$ cat config.mk
export PLATFORM = sky130hd
export DESIGN_NAME = window_median_select
export DESIGN_NICKNAME = d
export VERILOG_FILES = /design/src/wms_pkg.sv /design/src/wms_ram.sv /design/src/wms_select_unit.sv /design/src/wms_ctrl.sv /design/src/window_median_select.sv
export SDC_FILE = /design/constraint.sdc
export NUM_CORES = 1
export LEC_CHECK = 0
export BUFFER_PORTS_ARGS = -buffer_cell sky130_fd_sc_hd__buf_2
export CAP_MARGIN = 40
export CORE_ASPECT_RATIO = 0.5
export CORE_MARGIN = 10
export CORE_UTILIZATION = 54
export DETAILED_ROUTE_END_ITERATION = 6
export PLACE_DENSITY = 0.74
export SYNTH_ARGS = -nofsm -noshare
export SYNTH_HDL_FRONTEND = slang
export SYNTH_SLANG_ARGS = --single-unit
$ cat constraint.sdc
create_clock -name clk -period 6.52 [get_ports clk]
set_clock_uncertainty 0.05 [all_clocks]
set_input_delay 0.978 -clock clk [delete_from_list [all_inputs] [get_ports clk]]
set_output_delay 0.978 -clock clk [all_outputs]
set_load 0.02 [all_outputs]
$ cat src/wms_pkg.sv
// wms_pkg: shared types, sizes and helpers of the window median select block
// used by every module under src except wms_ram; no dependencies

package wms_pkg;

    localparam int MAX_RADIUS  = 3;
    localparam int STORE_SIDE  = 2 * MAX_RADIUS + 1;
    localparam int STORE_DEPTH = STORE_SIDE * STORE_SIDE;
    localparam int DATA_W      = 8;
    localparam int RADIUS_W    = 2;
    localparam int ADDR_W      = $clog2(STORE_DEPTH);
    localparam int CNT_W       = $clog2(STORE_DEPTH + 1);
    localparam int BIT_W       = $clog2(DATA_W);

    localparam logic [RADIUS_W-1:0] RADIUS_RESET = RADIUS_W'(1);

    typedef logic [RADIUS_W-1:0] radius_t;
    typedef logic [DATA_W-1:0]   sample_t;
    typedef logic [CNT_W-1:0]    count_t;
    typedef logic [ADDR_W-1:0]   addr_t;
    typedef logic [BIT_W-1:0]    bit_idx_t;

    typedef enum logic [1:0] {
        ST_IDLE,
        ST_SCAN,
        ST_LAST,
        ST_EMIT
    } state_t;

    // sequencer to select unit
    typedef struct packed {
        logic     clear;
        logic     data_vld;
        logic     data_last;
        bit_idx_t bit_idx;
        count_t   rank_k;
    } sel_ctl_t;

    // number of samples in a window of radius r, radius saturated to the store
    function automatic count_t win_size(input radius_t r);
        count_t rs;
        count_t side;
        rs   = (CNT_W'(r) > CNT_W'(MAX_RADIUS)) ? CNT_W'(MAX_RADIUS) : CNT_W'(r);
        side = CNT_W'(2 * rs + 1);
        return CNT_W'(side * side);
    endfunction

endpackage

$ cat src/wms_ram.sv
// wms_ram: generic single write, single read memory with registered read data
// no package dependencies

module wms_ram #(
    parameter int WIDTH = 8,
    parameter int DEPTH = 49
) (
    input  logic                     clk,
    input  logic                     wr_en,
    input  logic [$clog2(DEPTH)-1:0] wr_addr,
    input  logic [WIDTH-1:0]         wr_data,
    input  logic [$clog2(DEPTH)-1:0] rd_addr,
    output logic [WIDTH-1:0]         rd_data
);

    logic [WIDTH-1:0] mem [DEPTH];
    logic [WIDTH-1:0] rd_data_reg;

    always_ff @(posedge clk)
    begin
        if (wr_en)
        begin
            mem[wr_addr] <= wr_data;
        end
        rd_data_reg <= mem[rd_addr];
    end

    assign rd_data = rd_data_reg;

endmodule

$ cat src/wms_select_unit.sv
// wms_select_unit: shared compare and count unit, builds the median bit by bit
// depends on wms_pkg

module wms_select_unit (
    input  logic               clk,
    input  logic               rst_n,
    input  wms_pkg::sel_ctl_t  ctl,
    input  wms_pkg::sample_t   rd_data,
    output wms_pkg::sample_t   median
);
    import wms_pkg::*;

    sample_t ans_reg, ans_next;
    count_t  cnt_reg, cnt_next;
    sample_t trial;
    logic    lt;
    count_t  cnt_sum;

    // candidate with the current bit set; count samples below it
    assign trial   = ans_reg | (DATA_W'(1) << ctl.bit_idx);
    assign lt      = (rd_data < trial);
    assign cnt_sum = cnt_reg + CNT_W'(lt);

    always_comb
    begin
        ans_next = ans_reg;
        cnt_next = cnt_reg;
        if (ctl.clear)
        begin
            ans_next = '0;
            cnt_next = '0;
        end
        else if (ctl.data_vld)
        begin
            if (ctl.data_last)
            begin
                // keep the bit while no more than k samples lie below
                if (cnt_sum <= ctl.rank_k)
                begin
                    ans_next = trial;
                end
                cnt_next = '0;
            end
            else
            begin
                cnt_next = cnt_sum;
            end
        end
    end

    always_ff @(posedge clk or negedge rst_n)
    begin
        if (!rst_n)
        begin
            ans_reg <= '0;
            cnt_reg <= '0;
        end
        else
        begin
            ans_reg <= ans_next;
            cnt_reg <= cnt_next;
        end
    end

    assign median = ans_reg;

endmodule

$ cat src/wms_ctrl.sv
// wms_ctrl: sequencer for sample intake and the per-bit scans of the store
// depends on wms_pkg

module wms_ctrl (
    input  logic               clk,
    input  logic               rst_n,
    input  logic               in_accept,
    input  wms_pkg::radius_t   radius,
    input  logic               out_free,
    output logic               in_ready,
    output logic               out_load,
    output logic               wr_en,
    output wms_pkg::addr_t     wr_addr,
    output wms_pkg::addr_t     rd_addr,
    output wms_pkg::sel_ctl_t  sel_ctl
);
    import wms_pkg::*;

    state_t   state_reg, state_next;
    count_t   seen_reg, seen_next;
    addr_t    addr_reg, addr_next;
    bit_idx_t bit_reg, bit_next;
    count_t   size_reg, size_next;
    logic     rd_pend_reg, rd_pend_next;

    count_t   cur_size;
    count_t   seen_inc;
    logic     win_done;
    logic     addr_end;

    assign cur_size = win_size(radius);
    assign wr_addr  = (seen_reg >= CNT_W'(STORE_DEPTH)) ? '0 : seen_reg[ADDR_W-1:0];
    assign seen_inc = CNT_W'(wr_addr) + CNT_W'(1);
    assign win_done = in_accept && (seen_inc >= cur_size);
    assign addr_end = (CNT_W'(addr_reg) == size_reg - CNT_W'(1));

    // next state
    always_comb
    begin
        state_next = state_reg;
        unique case (state_reg)
            ST_IDLE:
            begin
                if (win_done)
                begin
                    state_next = ST_SCAN;
                end
            end
            ST_SCAN:
            begin
                if (addr_end)
                begin
                    state_next = ST_LAST;
                end
            end
            ST_LAST:
            begin
                state_next = (bit_reg == '0) ? ST_EMIT : ST_SCAN;
            end
            ST_EMIT:
            begin
                if (out_free)
                begin
                    state_next = ST_IDLE;
                end
            end
            default:
            begin
                state_next = ST_IDLE;
            end
        endcase
    end

    // outputs and datapath counters
    always_comb
    begin
        in_ready     = 1'b0;
        out_load     = 1'b0;
        wr_en        = 1'b0;
        seen_next    = seen_reg;
        addr_next    = addr_reg;
        bit_next     = bit_reg;
        size_next    = size_reg;
        rd_pend_next = 1'b0;
        sel_ctl.clear     = 1'b0;
        sel_ctl.data_vld  = rd_pend_reg;
        sel_ctl.data_last = 1'b0;
        sel_ctl.bit_idx   = bit_reg;
        sel_ctl.rank_k    = (size_reg - CNT_W'(1)) >> 1;
        unique case (state_reg)
            ST_IDLE:
            begin
                in_ready = 1'b1;
                wr_en    = in_accept;
                if (in_accept)
                begin
                    seen_next = win_done ? '0 : seen_inc;
                end
                if (win_done)
                begin
                    sel_ctl.clear = 1'b1;
                    size_next     = cur_size;
                    addr_next     = '0;
                    bit_next      = BIT_W'(DATA_W - 1);
                end
            end
            ST_SCAN:
            begin
                rd_pend_next = 1'b1;
                addr_next    = addr_end ? '0 : addr_reg + ADDR_W'(1);
            end
            ST_LAST:
            begin
                sel_ctl.data_last = 1'b1;
                if (bit_reg != '0)
                begin
                    bit_next = bit_reg - BIT_W'(1);
                end
            end
            ST_EMIT:
            begin
                out_load = out_free;
            end
            default:
            begin
            end
        endcase
    end

    assign rd_addr = addr_reg;

    always_ff @(posedge clk or negedge rst_n)
    begin
        if (!rst_n)
        begin
            state_reg   <= ST_IDLE;
            seen_reg    <= '0;
            addr_reg    <= '0;
            bit_reg     <= '0;
            size_reg    <= CNT_W'(1);
            rd_pend_reg <= 1'b0;
        end
        else
        begin
            state_reg   <= state_next;
            seen_reg    <= seen_next;
            addr_reg    <= addr_next;
            bit_reg     <= bit_next;
            size_reg    <= size_next;
            rd_pend_reg <= rd_pend_next;
        end
    end

endmodule

$ cat src/window_median_select.sv
// window_median_select: top level, median of one square window of samples
// depends on wms_pkg, wms_ram, wms_ctrl and wms_select_unit

// Samples of a (2r+1) x (2r+1) window arrive one beat at a time on the slave
// stream, r being the radius register (0..3, reset 1). Each sample is
// written to a 49-entry store as it is accepted. The beat that completes the
// window starts the median search, and the block drops s_axis_tready until
// the search is done and the median is loaded into the output register: a
// single comparator and counter walks the n stored samples once for each of
// the 8 result bits, from the top bit down, reading one sample a cycle from
// the store's single read port. The median then sits in the output register
// until the master side takes it, while new samples of the next window are
// already accepted. Samples compare as unsigned. Write the radius only between
// windows or while the block is idle; a radius written mid-window makes the
// next sample close the window once the count reaches the new size, and the
// median is then taken over the first samples of the store.

module window_median_select (
    input  logic                      clk,
    input  logic                      rst_n,
    // config
    input  logic                      cfg_wr_en,
    input  logic [1:0]                cfg_wr_data,    // window_radius
    // sample stream
    input  logic                      s_axis_tvalid,
    output logic                      s_axis_tready,
    input  logic [7:0]                s_axis_tdata,   // sample
    // median stream
    output logic                      m_axis_tvalid,
    input  logic                      m_axis_tready,
    output logic [7:0]                m_axis_tdata    // median
);
    import wms_pkg::*;

    radius_t  radius_reg;
    logic     m_valid_reg, m_valid_next;
    sample_t  m_data_reg, m_data_next;

    logic     in_accept;
    logic     out_free;
    logic     in_ready;
    logic     out_load;
    logic     wr_en;
    addr_t    wr_addr;
    addr_t    rd_addr;
    sample_t  rd_data;
    sample_t  median;
    sel_ctl_t sel_ctl;

    assign in_accept     = s_axis_tvalid && in_ready;
    assign s_axis_tready = in_ready;
    // output register is free when empty or being drained this cycle
    assign out_free      = !m_valid_reg || m_axis_tready;

    // radius register
    always_ff @(posedge clk or negedge rst_n)
    begin
        if (!rst_n)
        begin
            radius_reg <= RADIUS_RESET;
        end
        else if (cfg_wr_en)
        begin
            radius_reg <= cfg_wr_data;
        end
    end

    // window sample store
    wms_ram #(
        .WIDTH (DATA_W),
        .DEPTH (STORE_DEPTH)
    ) u_store (
        .clk     (clk),
        .wr_en   (wr_en),
        .wr_addr (wr_addr),
        .wr_data (s_axis_tdata),
        .rd_addr (rd_addr),
        .rd_data (rd_data)
    );

    // intake and scan sequencer
    wms_ctrl u_ctrl (
        .clk       (clk),
        .rst_n     (rst_n),
        .in_accept (in_accept),
        .radius    (radius_reg),
        .out_free  (out_free),
        .in_ready  (in_ready),
        .out_load  (out_load),
        .wr_en     (wr_en),
        .wr_addr   (wr_addr),
        .rd_addr   (rd_addr),
        .sel_ctl   (sel_ctl)
    );

    // bitwise rank search
    wms_select_unit u_select (
        .clk     (clk),
        .rst_n   (rst_n),
        .ctl     (sel_ctl),
        .rd_data (rd_data),
        .median  (median)
    );

    // output register
    always_comb
    begin
        m_valid_next = m_valid_reg;
        m_data_next  = m_data_reg;
        if (out_load)
        begin
            m_valid_next = 1'b1;
            m_data_next  = median;
        end
        else if (m_axis_tready)
        begin
            m_valid_next = 1'b0;
        end
    end

    always_ff @(posedge clk or negedge rst_n)
    begin
        if (!rst_n)
        begin
            m_valid_reg <= 1'b0;
        end
        else
        begin
            m_valid_reg <= m_valid_next;
        end
    end

    always_ff @(posedge clk)
    begin
        m_data_reg <= m_data_next;
    end

    assign m_axis_tvalid = m_valid_reg;
    assign m_axis_tdata  = m_data_reg;

endmodule

==> impl_metrics.toml <==
[worst_setup_path]
reg2reg_slack_ns = 2.42
crit_fanout = 8
rr_startpoint = "u_ctrl.bit_reg[0]"
crit_path_end_kind = "register"
r2r-end = "u_select.median[6]"
ff2ff_path_depth = 20
cp-start-kind = "register"
required_ns = 6.93
crit_type = "register to register"
arrival_ns = 4.51

[yosys]
synth.net_count = 1053
synth-seq-area-share = 0.732
async_reset_ff_frac = 0.0872
yosys_warnings = 0
synthTopCellsByArea = "edfxtp_1 67%, mux4_2 11%, dfrtp_1 5.3%"
ys_types = 51
synthFlopType = "edfxtp_1"
syn_inst = 1010
synth_area_leader_cell = "edfxtp_1"
syn_area_per_cell_um2 = 17.8
synth_area_um2 = 18000
synth_edf_count = 400
ys_ff_latch = 447
synth_top_area_frac = 0.669

[cells_and_area]
regMostFlops = "u_store.mem"
diodes = 0
nets = 1086
layout.cells.non_filler = 1515
syn2layout_area_growth_pct = 10.9
final_layout_size_suffix_gt1_frac = 0.178
largest_register_ff_count = 392
final.fill_count = 2292

[grt]
grtUsageTotal = 0.187
grtUsageMet1 = 0.263
grtUsageMet3 = 0.0441
busiest_layer = "met2"
gr-usage-met2 = 0.290
grt_start_max_net_pins = 50
grt_pass1_vias = 9549
overflow = 0
grt_pass1_wl_um = 59500
antenna_found_initial = 0

[drt]
dr.pass1.iters = 6
wl_per_cell_um = 25.5
wirelength_um = 38600
route.vias.total = 9537
drc = 0
drtIter0Drc = 1117
drt-vias-per-instance = 6.30
ant_nets = 0

[clock_network]
cts_root_buf = "clkbuf_16"
postCtsHoldBufs = 0
cts_sinks = 447
cts_made_buffers = 40
postCtsResizedCells = 0
cts_setup_buffers = 0
path_clk_slew_ns = 0.06
cts_tree = "yes"
clk_latency_ns = 0.55
cts_buffer_depth = 3
h-tree-depth = 2

[die]
initial_utilization = 0.546
io-pin-count = 25
core.rowCount = 47
die_x_um = 278
die_area_um2 = 41400
die_height_um = 149
core_region_area_um2 = 32900

[place]
numPortBuffers = 24
hpwlAfterDp_um = 23100
dp.cells = 1440
gp_congestion = 0.856

[timing]
setup_violations = 0
fin_tns_setup_ns = 0
slew_headroom = 0.376
finalHoldViolations = 0
rsz0062_at_grt = "false"
period_minus_slack_ns = 4.10
fin_crit_sh = 0.629
worst_slew_pin_slew_ns = 0.936
maxSlewViolCount = 0
max_freq_mhz = 244

[power_and_ir_drop]
peakVddDrop_v = 0.000160
finalPower_uw = 5600
power_density_nw_per_um2 = 281
leakage_uw = 0.00683

[status]
status = "finished, final reports clean"

[job]
drv_cap = 0

[min_path]
min_path_type = "input port to asynchronous set/reset pin"
## routing by layer
layer  vias to the layer above  routed length (um)
met1                      4894               16000
met4                         0                 826
met2                       482               17800
met5                         -                   0
li1                       4079                   -
met3                        82                3960
## area by class of cell
type	instances	area, um^2	area share
clock buffers	49	1070	0.0535
clock inverters	24	265	0.0133
inverters	24	90.1	0.00452
well taps	441	552	0.0277
flip-flops and latches	447	13200	0.660
repair buffers	40	325	0.0163
multi-input cells	490	4460	0.224
## cell usage after synthesis (19+ instances only)
master,instances
nor2_1,71
a22oi_1,31
ha_1,28
mux4_2,84
a21oi_1,41
inv_1,24
dfrtp_1,38
edfxtp_1,400
o21ai_0,20
mux2i_1,25
clkbuf_1,19
nand2_1,65
## how the worst max path moves through the flow
stage	slack, ns	end	from
final	2.42	u_select.median[6]	u_ctrl.bit_reg[0]
after global routing	2.09	u_select.median[6]	u_ctrl.bit_reg[0]
after CTS	2.41	u_select.median[6]	u_ctrl.bit_reg[0]
after detailed placement	2.43	u_select.median[6]	u_ctrl.bit_reg[0]
after global placement	2.56	u_select.median[7]	u_ctrl.bit_reg[0]
after floorplan	2.92	u_select.median[2]	u_ctrl.bit_reg[2]
## cells by family (layout without fill, tap and decap cells)
family	Yosys count	in the layout	synth area share
compound gates	160	160	0.0599
xor+xnor	13	13	0.00634
fa+ha+maj	28	28	0.0195
buf+inv	73	137	0.0199
flops	447	447	0.732
mux	110	110	0.120
simple gates	179	179	0.0426
## placed cells by master (no fill, tap or decap), types with 4 or more instances in the layout
cell	count
dfrtp_1	36
a22o_1	11
a22oi_1	31
buf_12	5
mux2i_1	25
edfxtp_1	400
o22a_1	6
nand2b_1	9
nand3_1	13
buf_4	8
a21oi_1	41
ha_1	28
o22ai_1	7
inv_1	24
nand2_1	65
a21o_1	5
clkbuf_16	41
nor2_1	70
clkinv_1	7
clkinvlp_4	4
a211oi_1	17
buf_2	24
mux4_2	84
xnor2_1	10
nor2b_1	4
bufinv_16	5
clkbuf_1	7
o221ai_1	6
dfxtp_1	8
clkinv_2	5
o21ai_0	20
## power breakdown
part | switching, uW | internal (uW)
logic | 57.3 | 18.4
registers | 1.32 | 3120
clock network | 1040 | 1370
## per-stage QoR
step                hold slack [ns]  instance area, um^2   util  setup WS (ns)
finish                        0.209                19900  0.605           2.42
global route                  0.200                19900  0.605           2.09
CTS                           0.198                19900  0.604           2.41
detailed placement            0.394                18600  0.564           2.43
global placement              0.386                18400  0.560           2.56
floorplan                     0.375                18000      -           2.92
## critical path, cell delays in order (launching register included)
cell,delay [ns]
dfrtp_1,0.43
inv_1,0.11
ha_1,0.24
a21oi_1,0.20
ha_1,0.27
a21oi_1,0.12
o21ai_0,0.09
a211oi_1,0.22
o21ai_0,0.13
o211ai_1,0.11
ha_1,0.21
ha_1,0.18
nand2b_1,0.13
nand2_1,0.07
ha_1,0.30
nor2b_1,0.13
o21ai_0,0.15
nand2b_1,0.07
a21oi_1,0.14
o2111ai_1,0.31
a211oi_1,0.33
(Power assumes the default switching activity.)
